<file path="config.mk">
export PLATFORM = sky130hd
export DESIGN_NAME = last_touch_attribution_aggregator_top
export DESIGN_NICKNAME = d
export VERILOG_FILES = /design/src/hw/rtl/lta_pkg.sv /design/src/hw/rtl/last_touch_attribution_aggregator_top.sv /design/src/hw/rtl/lta_ram.sv /design/src/hw/rtl/lta_controller.sv /design/src/hw/rtl/lta_datapath.sv
export VERILOG_INCLUDE_DIRS = /design/src /design/src/hw/rtl
export SDC_FILE = /design/constraint.sdc
export NUM_CORES = 2
export LEC_CHECK = 0
export BUFFER_PORTS_ARGS = -buffer_cell sky130_fd_sc_hd__buf_4
export CAP_MARGIN = 5
export CORE_ASPECT_RATIO = 1.4
export CORE_UTILIZATION = 57
export DETAILED_ROUTE_END_ITERATION = 10
export PLACE_DENSITY = 0.85
export SLEW_MARGIN = 20
export SYNTH_ARGS = -nofsm -noshare
export SYNTH_HDL_FRONTEND = slang
export SYNTH_SLANG_ARGS = --single-unit
</file>
<file path="constraint.sdc">
create_clock -name clk -period 6.9 [get_ports clk]
set_input_delay 1.38 -clock clk [delete_from_list [all_inputs] [get_ports clk]]
set_output_delay 1.38 -clock clk [all_outputs]
set_load 0.01 [all_outputs]
</file>
<file path="src/hw/rtl/last_touch_attribution_aggregator_top_macros.svh">
// assertion helpers shared by the rtl, sampled on clk and disabled while rst_n is low
`ifndef LAST_TOUCH_ATTRIBUTION_AGGREGATOR_TOP_MACROS_SVH
`define LAST_TOUCH_ATTRIBUTION_AGGREGATOR_TOP_MACROS_SVH

// same-cycle implication
`define LTA_ASSERT_SAME(label, ante, cons, msg) \
    label: assert property (@(posedge clk) disable iff (!rst_n) (ante) |-> (cons)) \
        else $error(msg);

// next-cycle implication
`define LTA_ASSERT_NEXT(label, ante, cons, msg) \
    label: assert property (@(posedge clk) disable iff (!rst_n) (ante) |=> (cons)) \
        else $error(msg);

`endif

</file>
<file path="src/hw/rtl/lta_pkg.sv">
`timescale 1ns / 1ps

package lta_pkg;

    localparam int NUM_CAMPAIGNS_DEF = 16;
    localparam int KEY_SLOTS_DEF     = 64;

    localparam int KEY_W   = 32;
    localparam int VALUE_W = 16;
    localparam int CAMP_W  = 6;
    localparam int COUNT_W = 7;
    localparam int TOTAL_W = 48;

    localparam logic [COUNT_W-1:0] COUNT_RESET = 7'd16;
    localparam logic [TOTAL_W-1:0] TOTAL_MAX   = {TOTAL_W{1'b1}};

    // controller to datapath
    typedef struct packed {
        logic latch;
        logic key_rd;
        logic scan_inc;
        logic found_set;
        logic src_write;
        logic drop_set;
        logic sum_rd;
        logic sum_wr;
        logic out_rd;
        logic out_emit;
        logic out_inc;
        logic batch_clear;
    } lta_cmd_t;

    // datapath to controller
    typedef struct packed {
        logic fill_empty;
        logic table_full;
        logic key_hit;
        logic scan_last;
        logic found;
        logic found_bad;
        logic src_bad;
        logic trig;
        logic eob;
        logic out_last;
    } lta_status_t;

endpackage

</file>
<file path="src/hw/rtl/last_touch_attribution_aggregator_top.sv">
// operation: after the start cycle busy stays high while the F keys held this batch (at most
//   KEY_SLOTS) are scanned, skipped when the table is empty and stopped at a hit, while the event
//   resolves, with a total update for a credited trigger, and through any end-of-batch readout;
//   each slot is read through the single registered read port of the key store, then compared;
//   readout emits one total word per campaign in use, never held back; no event taken while busy
// reset: asynchronous active-low, empties the key table and totals, clears the drop flag, count 16
`timescale 1ns / 1ps

module last_touch_attribution_aggregator_top
    import lta_pkg::*;
#(
    parameter int NUM_CAMPAIGNS = NUM_CAMPAIGNS_DEF,
    parameter int KEY_SLOTS     = KEY_SLOTS_DEF
) (
    input  logic               clk,
    input  logic               rst_n,
    // event word, taken when start is high and busy is low
    input  logic               start,
    output logic               busy,
    input  logic [KEY_W-1:0]   event_key,
    input  logic               is_conversion,
    input  logic [VALUE_W-1:0] conversion_value,
    input  logic [CAMP_W-1:0]  campaign_index,
    input  logic               end_of_batch,
    // campaign count register, write only
    input  logic               campaign_count_we,
    input  logic [COUNT_W-1:0] campaign_count,
    // total words, each valid for a single cycle
    output logic               result_valid,
    output logic [CAMP_W-1:0]  campaign,
    output logic [TOTAL_W-1:0] attributed_total,
    output logic               dropped_flag,
    output logic               last_total
);

    // command and status between the sequencer and the datapath
    lta_cmd_t    cmd;
    lta_status_t status;

    // sequencer: accept, scan the key store, resolve the event, update one total for a credited trigger,
    // then on end of batch walk the totals and clear the batch state
    lta_controller u_ctrl (
        .clk    (clk),
        .rst_n  (rst_n),
        .start  (start),
        .busy   (busy),
        .status (status),
        .cmd    (cmd)
    );

    // datapath: latched event, key store, total store with valid bits, drop flag,
    // campaign count register and the registered output word
    lta_datapath #(
        .NUM_CAMPAIGNS (NUM_CAMPAIGNS),
        .KEY_SLOTS     (KEY_SLOTS)
    ) u_dp (
        .clk               (clk),
        .rst_n             (rst_n),
        .event_key         (event_key),
        .is_conversion     (is_conversion),
        .conversion_value  (conversion_value),
        .campaign_index    (campaign_index),
        .end_of_batch      (end_of_batch),
        .campaign_count_we (campaign_count_we),
        .campaign_count    (campaign_count),
        .cmd               (cmd),
        .status            (status),
        .result_valid      (result_valid),
        .campaign          (campaign),
        .attributed_total  (attributed_total),
        .dropped_flag      (dropped_flag),
        .last_total        (last_total)
    );

endmodule

</file>
<file path="src/hw/rtl/lta_ram.sv">
`timescale 1ns / 1ps

module lta_ram #(
    parameter int WIDTH = 8,
    parameter int DEPTH = 16,
    parameter int AW    = (DEPTH > 1) ? $clog2(DEPTH) : 1
) (
    input  logic             clk,
    input  logic             we,
    input  logic [AW-1:0]    waddr,
    input  logic [WIDTH-1:0] wdata,
    input  logic             re,
    input  logic [AW-1:0]    raddr,
    output logic [WIDTH-1:0] rdata
);

    logic [WIDTH-1:0] mem [DEPTH];
    logic [WIDTH-1:0] rdata_reg;

    always_ff @(posedge clk)
    begin
        if (we)
        begin
            mem[waddr] <= wdata;
        end
        if (re)
        begin
            rdata_reg <= mem[raddr];
        end
    end

    assign rdata = rdata_reg;

endmodule

</file>
<file path="src/hw/rtl/lta_controller.sv">
`timescale 1ns / 1ps
`include "last_touch_attribution_aggregator_top_macros.svh"

module lta_controller
    import lta_pkg::*;
(
    input  logic        clk,
    input  logic        rst_n,
    input  logic        start,
    output logic        busy,
    input  lta_status_t status,
    output lta_cmd_t    cmd
);

    typedef enum logic [7:0] {
        S_IDLE    = 8'b0000_0001,
        S_LOOK    = 8'b0000_0010,
        S_CHECK   = 8'b0000_0100,
        S_RESOLVE = 8'b0000_1000,
        S_SUMWR   = 8'b0001_0000,
        S_OUTRD   = 8'b0010_0000,
        S_OUTWR   = 8'b0100_0000,
        S_SPARE   = 8'b1000_0000
    } state_t;

    state_t state_reg;
    state_t state_next;
    logic   credit;

    // trigger whose key has a source in a campaign still in use
    assign credit = status.trig && status.found && !status.found_bad;

    always_comb
    begin
        state_next = state_reg;
        cmd        = '0;
        case (state_reg)
            S_IDLE:
            begin
                if (start)
                begin
                    cmd.latch  = 1'b1;
                    state_next = S_LOOK;
                end
            end
            S_LOOK:
            begin
                if (status.fill_empty)
                begin
                    state_next = S_RESOLVE;
                end
                else
                begin
                    cmd.key_rd = 1'b1;
                    state_next = S_CHECK;
                end
            end
            S_CHECK:
            begin
                if (status.key_hit)
                begin
                    cmd.found_set = 1'b1;
                    state_next    = S_RESOLVE;
                end
                else if (status.scan_last)
                begin
                    state_next = S_RESOLVE;
                end
                else
                begin
                    cmd.scan_inc = 1'b1;
                    state_next   = S_LOOK;
                end
            end
            S_RESOLVE:
            begin
                if (status.trig)
                begin
                    if (status.found && status.found_bad)
                    begin
                        cmd.drop_set = 1'b1;
                    end
                    else if (status.found)
                    begin
                        cmd.sum_rd = 1'b1;
                    end
                end
                else if (status.src_bad)
                begin
                    cmd.drop_set = 1'b1;
                end
                else if (status.found || !status.table_full)
                begin
                    cmd.src_write = 1'b1;
                end
                else
                begin
                    cmd.drop_set = 1'b1;
                end

                if (credit)
                begin
                    state_next = S_SUMWR;
                end
                else if (status.eob)
                begin
                    state_next = S_OUTRD;
                end
                else
                begin
                    state_next = S_IDLE;
                end
            end
            S_SUMWR:
            begin
                cmd.sum_wr = 1'b1;
                state_next = status.eob ? S_OUTRD : S_IDLE;
            end
            S_OUTRD:
            begin
                cmd.out_rd = 1'b1;
                state_next = S_OUTWR;
            end
            S_OUTWR:
            begin
                cmd.out_emit = 1'b1;
                if (status.out_last)
                begin
                    cmd.batch_clear = 1'b1;
                    state_next      = S_IDLE;
                end
                else
                begin
                    cmd.out_inc = 1'b1;
                    state_next  = S_OUTRD;
                end
            end
            default:
            begin
                state_next = S_IDLE;
            end
        endcase
    end

    always_ff @(posedge clk or negedge rst_n)
    begin
        if (!rst_n)
        begin
            state_reg <= S_IDLE;
        end
        else
        begin
            state_reg <= state_next;
        end
    end

    assign busy = (state_reg != S_IDLE);

    `LTA_ASSERT_NEXT(a_start_scans, start && !busy, state_reg == S_LOOK,
        "accepted word did not start the key scan")
    `LTA_ASSERT_SAME(a_sumwr_after_resolve, state_reg == S_SUMWR,
        $past(state_reg == S_RESOLVE), "total update not preceded by resolve")
    `LTA_ASSERT_NEXT(a_readout_continues, state_reg == S_OUTWR && !status.out_last,
        state_reg == S_OUTRD, "readout stopped before the last total")

endmodule

</file>
<file path="src/hw/rtl/lta_datapath.sv">
`timescale 1ns / 1ps
`include "last_touch_attribution_aggregator_top_macros.svh"

module lta_datapath
    import lta_pkg::*;
#(
    parameter int NUM_CAMPAIGNS = NUM_CAMPAIGNS_DEF,
    parameter int KEY_SLOTS     = KEY_SLOTS_DEF
) (
    input  logic                 clk,
    input  logic                 rst_n,
    input  logic [KEY_W-1:0]     event_key,
    input  logic                 is_conversion,
    input  logic [VALUE_W-1:0]   conversion_value,
    input  logic [CAMP_W-1:0]    campaign_index,
    input  logic                 end_of_batch,
    input  logic                 campaign_count_we,
    input  logic [COUNT_W-1:0]   campaign_count,
    input  lta_cmd_t             cmd,
    output lta_status_t          status,
    output logic                 result_valid,
    output logic [CAMP_W-1:0]    campaign,
    output logic [TOTAL_W-1:0]   attributed_total,
    output logic                 dropped_flag,
    output logic                 last_total
);

    localparam int SLOT_AW = $clog2(KEY_SLOTS);
    localparam int FILL_W  = SLOT_AW + 1;
    localparam int SUM_AW  = (NUM_CAMPAIGNS > 1) ? $clog2(NUM_CAMPAIGNS) : 1;
    localparam int SLOT_W  = CAMP_W + KEY_W;

    logic [COUNT_W-1:0]       count_reg;
    logic [COUNT_W-1:0]       count_use;
    logic [KEY_W-1:0]         key_reg;
    logic                     conv_reg;
    logic [VALUE_W-1:0]       value_reg;
    logic [CAMP_W-1:0]        camp_reg;
    logic                     eob_reg;
    logic [SLOT_AW-1:0]       scan_reg;
    logic                     found_reg;
    logic [SLOT_AW-1:0]       found_slot_reg;
    logic [CAMP_W-1:0]        found_camp_reg;
    logic [FILL_W-1:0]        fill_reg;
    logic [NUM_CAMPAIGNS-1:0] sum_vld_reg;
    logic                     drop_reg;
    logic [CAMP_W-1:0]        rd_idx_reg;

    logic                     result_valid_reg;
    logic [CAMP_W-1:0]        campaign_reg;
    logic [TOTAL_W-1:0]       total_reg;
    logic                     dropped_reg;
    logic                     last_reg;

    logic [SLOT_AW-1:0]       slot_waddr;
    logic [SLOT_W-1:0]        slot_rdata;
    logic [SUM_AW-1:0]        camp_addr;
    logic [SUM_AW-1:0]        out_addr;
    logic [SUM_AW-1:0]        sum_raddr;
    logic [TOTAL_W-1:0]       sum_rdata;
    logic [TOTAL_W-1:0]       sum_prev;
    logic [TOTAL_W:0]         sum_add;
    logic [TOTAL_W-1:0]       sum_sat;
    logic [TOTAL_W-1:0]       out_total;

    // register value clamped into 1..NUM_CAMPAIGNS
    always_comb
    begin
        if (count_reg == '0)
        begin
            count_use = COUNT_W'(1);
        end
        else if (count_reg > COUNT_W'(NUM_CAMPAIGNS))
        begin
            count_use = COUNT_W'(NUM_CAMPAIGNS);
        end
        else
        begin
            count_use = count_reg;
        end
    end

    // key store: slots 0..fill-1 are live, each holds {campaign, key}
    assign slot_waddr = found_reg ? found_slot_reg : fill_reg[SLOT_AW-1:0];

    lta_ram #(
        .WIDTH (SLOT_W),
        .DEPTH (KEY_SLOTS)
    ) u_slot_ram (
        .clk   (clk),
        .we    (cmd.src_write),
        .waddr (slot_waddr),
        .wdata ({camp_reg, key_reg}),
        .re    (cmd.key_rd),
        .raddr (scan_reg),
        .rdata (slot_rdata)
    );

    // campaign totals, entries without a valid bit read as zero
    assign camp_addr = found_camp_reg[SUM_AW-1:0];
    assign out_addr  = rd_idx_reg[SUM_AW-1:0];
    assign sum_raddr = cmd.out_rd ? out_addr : camp_addr;

    assign sum_prev = sum_vld_reg[camp_addr] ? sum_rdata : '0;
    assign sum_add  = {1'b0, sum_prev} + (TOTAL_W + 1)'(value_reg);
    assign sum_sat  = sum_add[TOTAL_W] ? TOTAL_MAX : sum_add[TOTAL_W-1:0];

    assign out_total = sum_vld_reg[out_addr] ? sum_rdata : '0;

    lta_ram #(
        .WIDTH (TOTAL_W),
        .DEPTH (NUM_CAMPAIGNS)
    ) u_sum_ram (
        .clk   (clk),
        .we    (cmd.sum_wr),
        .waddr (camp_addr),
        .wdata (sum_sat),
        .re    (cmd.sum_rd || cmd.out_rd),
        .raddr (sum_raddr),
        .rdata (sum_rdata)
    );

    assign status.fill_empty = (fill_reg == '0);
    assign status.table_full = (fill_reg == FILL_W'(KEY_SLOTS));
    assign status.key_hit    = (slot_rdata[KEY_W-1:0] == key_reg);
    assign status.scan_last  = ((FILL_W'(scan_reg) + FILL_W'(1)) == fill_reg);
    assign status.found      = found_reg;
    assign status.found_bad  = ({1'b0, found_camp_reg} >= count_use);
    assign status.src_bad    = ({1'b0, camp_reg} >= count_use);
    assign status.trig       = conv_reg;
    assign status.eob        = eob_reg;
    assign status.out_last   = ((COUNT_W'(rd_idx_reg) + COUNT_W'(1)) == count_use);

    // control state
    always_ff @(posedge clk or negedge rst_n)
    begin
        if (!rst_n)
        begin
            count_reg        <= COUNT_RESET;
            fill_reg         <= '0;
            sum_vld_reg      <= '0;
            drop_reg         <= 1'b0;
            found_reg        <= 1'b0;
            result_valid_reg <= 1'b0;
        end
        else
        begin
            if (campaign_count_we)
            begin
                count_reg <= campaign_count;
            end
            if (cmd.latch)
            begin
                found_reg <= 1'b0;
            end
            if (cmd.found_set)
            begin
                found_reg <= 1'b1;
            end
            if (cmd.src_write && !found_reg)
            begin
                fill_reg <= fill_reg + FILL_W'(1);
            end
            if (cmd.drop_set)
            begin
                drop_reg <= 1'b1;
            end
            if (cmd.sum_wr)
            begin
                sum_vld_reg[camp_addr] <= 1'b1;
            end
            result_valid_reg <= cmd.out_emit;
            if (cmd.batch_clear)
            begin
                fill_reg    <= '0;
                sum_vld_reg <= '0;
                drop_reg    <= 1'b0;
            end
        end
    end

    // payload
    always_ff @(posedge clk)
    begin
        if (cmd.latch)
        begin
            key_reg    <= event_key;
            conv_reg   <= is_conversion;
            value_reg  <= conversion_value;
            camp_reg   <= campaign_index;
            eob_reg    <= end_of_batch;
            scan_reg   <= '0;
            rd_idx_reg <= '0;
        end
        if (cmd.scan_inc)
        begin
            scan_reg <= scan_reg + SLOT_AW'(1);
        end
        if (cmd.found_set)
        begin
            found_slot_reg <= scan_reg;
            found_camp_reg <= slot_rdata[SLOT_W-1:KEY_W];
        end
        if (cmd.out_inc)
        begin
            rd_idx_reg <= rd_idx_reg + CAMP_W'(1);
        end
        if (cmd.out_emit)
        begin
            campaign_reg <= rd_idx_reg;
            total_reg    <= out_total;
            dropped_reg  <= drop_reg;
            last_reg     <= status.out_last;
        end
    end

    assign result_valid     = result_valid_reg;
    assign campaign         = campaign_reg;
    assign attributed_total = total_reg;
    assign dropped_flag     = dropped_reg;
    assign last_total       = last_reg;

    `LTA_ASSERT_SAME(a_fill_bound, 1'b1, fill_reg <= FILL_W'(KEY_SLOTS),
        "key fill count beyond table size")
    `LTA_ASSERT_SAME(a_no_alloc_when_full, cmd.src_write && !found_reg,
        fill_reg != FILL_W'(KEY_SLOTS), "slot allocated in a full table")
    `LTA_ASSERT_SAME(a_sum_rmw_order, cmd.sum_wr, $past(cmd.sum_rd),
        "total written without a prior read")
    `LTA_ASSERT_NEXT(a_word_spacing, result_valid_reg, !result_valid_reg,
        "readout words not spaced by a cycle")

endmodule
</file>
==> out/qor.txt <==
CP endpoint kind -> flop
TritonCTS Buffers -> 327
Final Hold Vio Count -> 0
Dpl hpwl -> 215000 um
Clk Latency, worst-skew pair -> 1.00 ns
RSZ-0062 raised after global routing -> false
Longest Clk Path Bufs -> 4
GR Util All Layers -> 35.4%
Most Used Layer, Global Route -> met2
DRT iter0 DRCs -> 13500
Final setup vio count -> 0
Fmax -> 166 MHz
CTS sink cnt -> 3462
Total placed cells including tap cells -> 9077
Area of the die -> 236000 um2
Async set or reset register ratio after synthesis -> 1.16%
Proportion of layout cells with a drive suffix above 1 -> 27.4%
Largest net degree at the start of global routing -> 153
Die X -> 411 um
IO Count -> 125
Clock-pin slew on the worst setup and hold paths -> 0.08 ns
CTS root buffer -> clkbuf_16
Synth area leader -> edfxtp_1
GRT met1 Usage -> 40.5%
CTS tree -> done
R2R setup slack -> 0.89 ns
Top post-synthesis cells by area -> edfxtp_1, mux4_2, nand2_1, dfrtp_1, buf_2
Avg WL per Cell -> 43.2 um
RePlAce Congestion -> 0.922
DRT Pass-1 Iters -> 11
VDD IR max -> 0.359 mV
Power Density -> 330 nW/um2
Seq cells post-synth -> 3462
Congestion Overflow GR -> 0
Min cycle time layout -> 6.01 ns
Synth top area share -> 77.1%
Failing checks -> DRC
Initial antenna violation count -> 49
Max Slew Vio Count -> 0
Cell area after synthesis -> 133000 um2
M3 GR Usage -> 9.36%
Sequential area share after synthesis -> 77.8%
Final Cycle Share -> 87.1%
Largest register FFs -> 2432
Cells resized by post-CTS repair -> 0
Chip height -> 574 um
Post-DP Area -> 139000 um2
Via/cell ratio -> 7.56
Crit path DAT -> 6.59 ns
YS warnings -> 0
Vias -> 73200
# Max-Cap Violations -> 0
Layout Nets -> 6460
CP startpoint kind -> flop
Number of global-route vias before repair -> 71900
Port bufs -> 124
Hold buffers post-CTS -> 0
Top reg by flops -> u_dp.u_slot_ram.mem
Non-Filler Instances -> 9682
Biggest regs -> u_dp.u_slot_ram.mem: 2432 flops, u_dp.u_sum_ram.mem: 768 flops
H-tree Lvls -> 5
EDFF count, synth -> 3422
Core ar. -> 232000 um2
Top-count cell post-synth -> edfxtp_1
Top FF cell, synth -> edfxtp_1
Status -> finished, violations left
Met2 GRT Util -> 57.1%
Pleak -> 0.0477 uW
Layout area overhead -> 12.2%
Antenna-violating nets left -> 0
Remaining DRCs -> 3
Worst-Margin Slew -> 1.30 ns
CP Class -> reg -> reg
CP required -> 7.48 ns
Relative slew slack -> 13.3%
Crit-path max FO -> 29
Syn avg cell area -> 22.2 um2
Starting Density -> 57.5%
Setup TNS -> 0 ns
Unique masters post-synth -> 62
Wirelength, routed -> 418000 um
Final instance area -> 150000 um2
Skew final -> 0.0795 ns
Tightest Hold Check Type -> in -> async
# Post-CTS Setup Buffers -> 0
First-pass GRT wire length -> 575000 um
Commonest cells post-synth -> edfxtp_1, mux4_2, nand2_1
Hold slack final -> 0.413 ns
Site Rows -> 209
Cells after synthesis -> 6013
## worst max-delay path, cell delays in order, from the launching register on
cell and delay (ns):
edfxtp_1 0.77, mux4_2 0.61, mux2i_1 0.26, mux2i_2 0.21
buf_4 0.26, and2_1 0.18, ha_1 0.37, o21ai_0 0.15
o21ai_0 0.30, nand3_1 0.18, a31oi_2 0.30, buf_4 0.31
nor2_1 0.08, or4_1 0.55, buf_4 0.31, o21ai_1 0.71
## layout make-up
type	count	area (um2)
inverters	23	87.6
well taps	3059	3830
repair buffers	333	2850
diodes	28	70.1
fillers	13200	82300
clock inverters	189	1800
flip-flops and latches	3462	104000
clock buffers	375	8490
multi-input cells	2213	28800
## through the flow
| stage | util, % | worst slack (ns) | total power, uW |
|---|---|---|---|
| 2_1_floorplan | - | 0.385 | 28400 |
| 5_1_grt | 64.5 | 0.807 | 50000 |
| 6_report | 64.5 | 0.888 | 49500 |
| 4_1_cts | 64.4 | 0.500 | 49100 |
| 3_5_place_dp | 60.0 | 0.740 | 31200 |
| 3_3_place_gp | 59.9 | 1.11 | 30900 |
## worst paths after layout
check,end,from,depth (start not counted)
max reg2reg,u_dp.u_sum_ram.mem[1][22]$_DFFE_PP_,u_dp.found_camp_reg[2]$_DFFE_PP_,15
max in group asynchronous,u_dp.sum_vld_reg[1]$_DFFE_PN0P_,rst_n,1
max,u_dp.u_sum_ram.mem[1][22]$_DFFE_PP_,u_dp.found_camp_reg[2]$_DFFE_PP_,15
min reg2reg,u_ctrl.state_reg[0]$_DFFE_PN1P_,u_dp.eob_reg$_DFFE_PP_,1
min,u_dp.found_reg$_DFFE_PN0P_,rst_n,1
min in group clk,u_ctrl.state_reg[0]$_DFFE_PN1P_,u_dp.eob_reg$_DFFE_PP_,1
## layout by cell type (no fill, tap or decap), types with 19 or more instances in the layout
cell	instances
a21oi_1	84
a22oi_1	43
a31oi_1	19
a32o_1	35
and2_1	69
buf_12	25
buf_4	305
bufinv_16	33
clkbuf_1	42
clkbuf_16	333
clkinv_1	72
clkinv_2	50
clkinvlp_4	20
dfrtp_1	38
diode_2	28
edfxtp_1	3422
ha_1	32
inv_1	21
mux2i_1	55
mux4_2	903
nand2_1	384
nand3_1	57
nand4_1	21
nor2_1	73
nor2_4	83
o21ai_0	36
o21ai_1	24
o41ai_1	33
xnor2_1	64
xor2_1	26
## cells by family (layout without fill, tap and decap cells)
logic type | count (synthesis) | in the layout | synth area share, %
muxes | 973 | 973 | 15.8
buffers and inverters | 339 | 920 | 1.13
other | 1 | 30 | 0.00281
DFF | 3462 | 3462 | 77.8
adders and majority gates | 33 | 33 | 0.315
xor gates and xnor gates | 90 | 90 | 0.591
AOI/OAI and AO/OA | 352 | 352 | 1.85
and+or+nand+nor | 763 | 763 | 2.52
## layer usage
metal  wire length [um]  up-vias  part of all wire, %
met4              41300       40                  9.9
met1             119000    36900                   28
met2             202000     8365                   48
met3              55500     2070                   13
li1                   -    25900                    -
met5                316        -                0.076
## report_power, final
group	switching (uW)	internal (uW)	total (uW)
logic	4630	2440	7060
clock network	8070	10100	18100
registers	234	24000	24300
total	12900	36500	49500
Note: power is estimated with default switching activity, not from simulation.
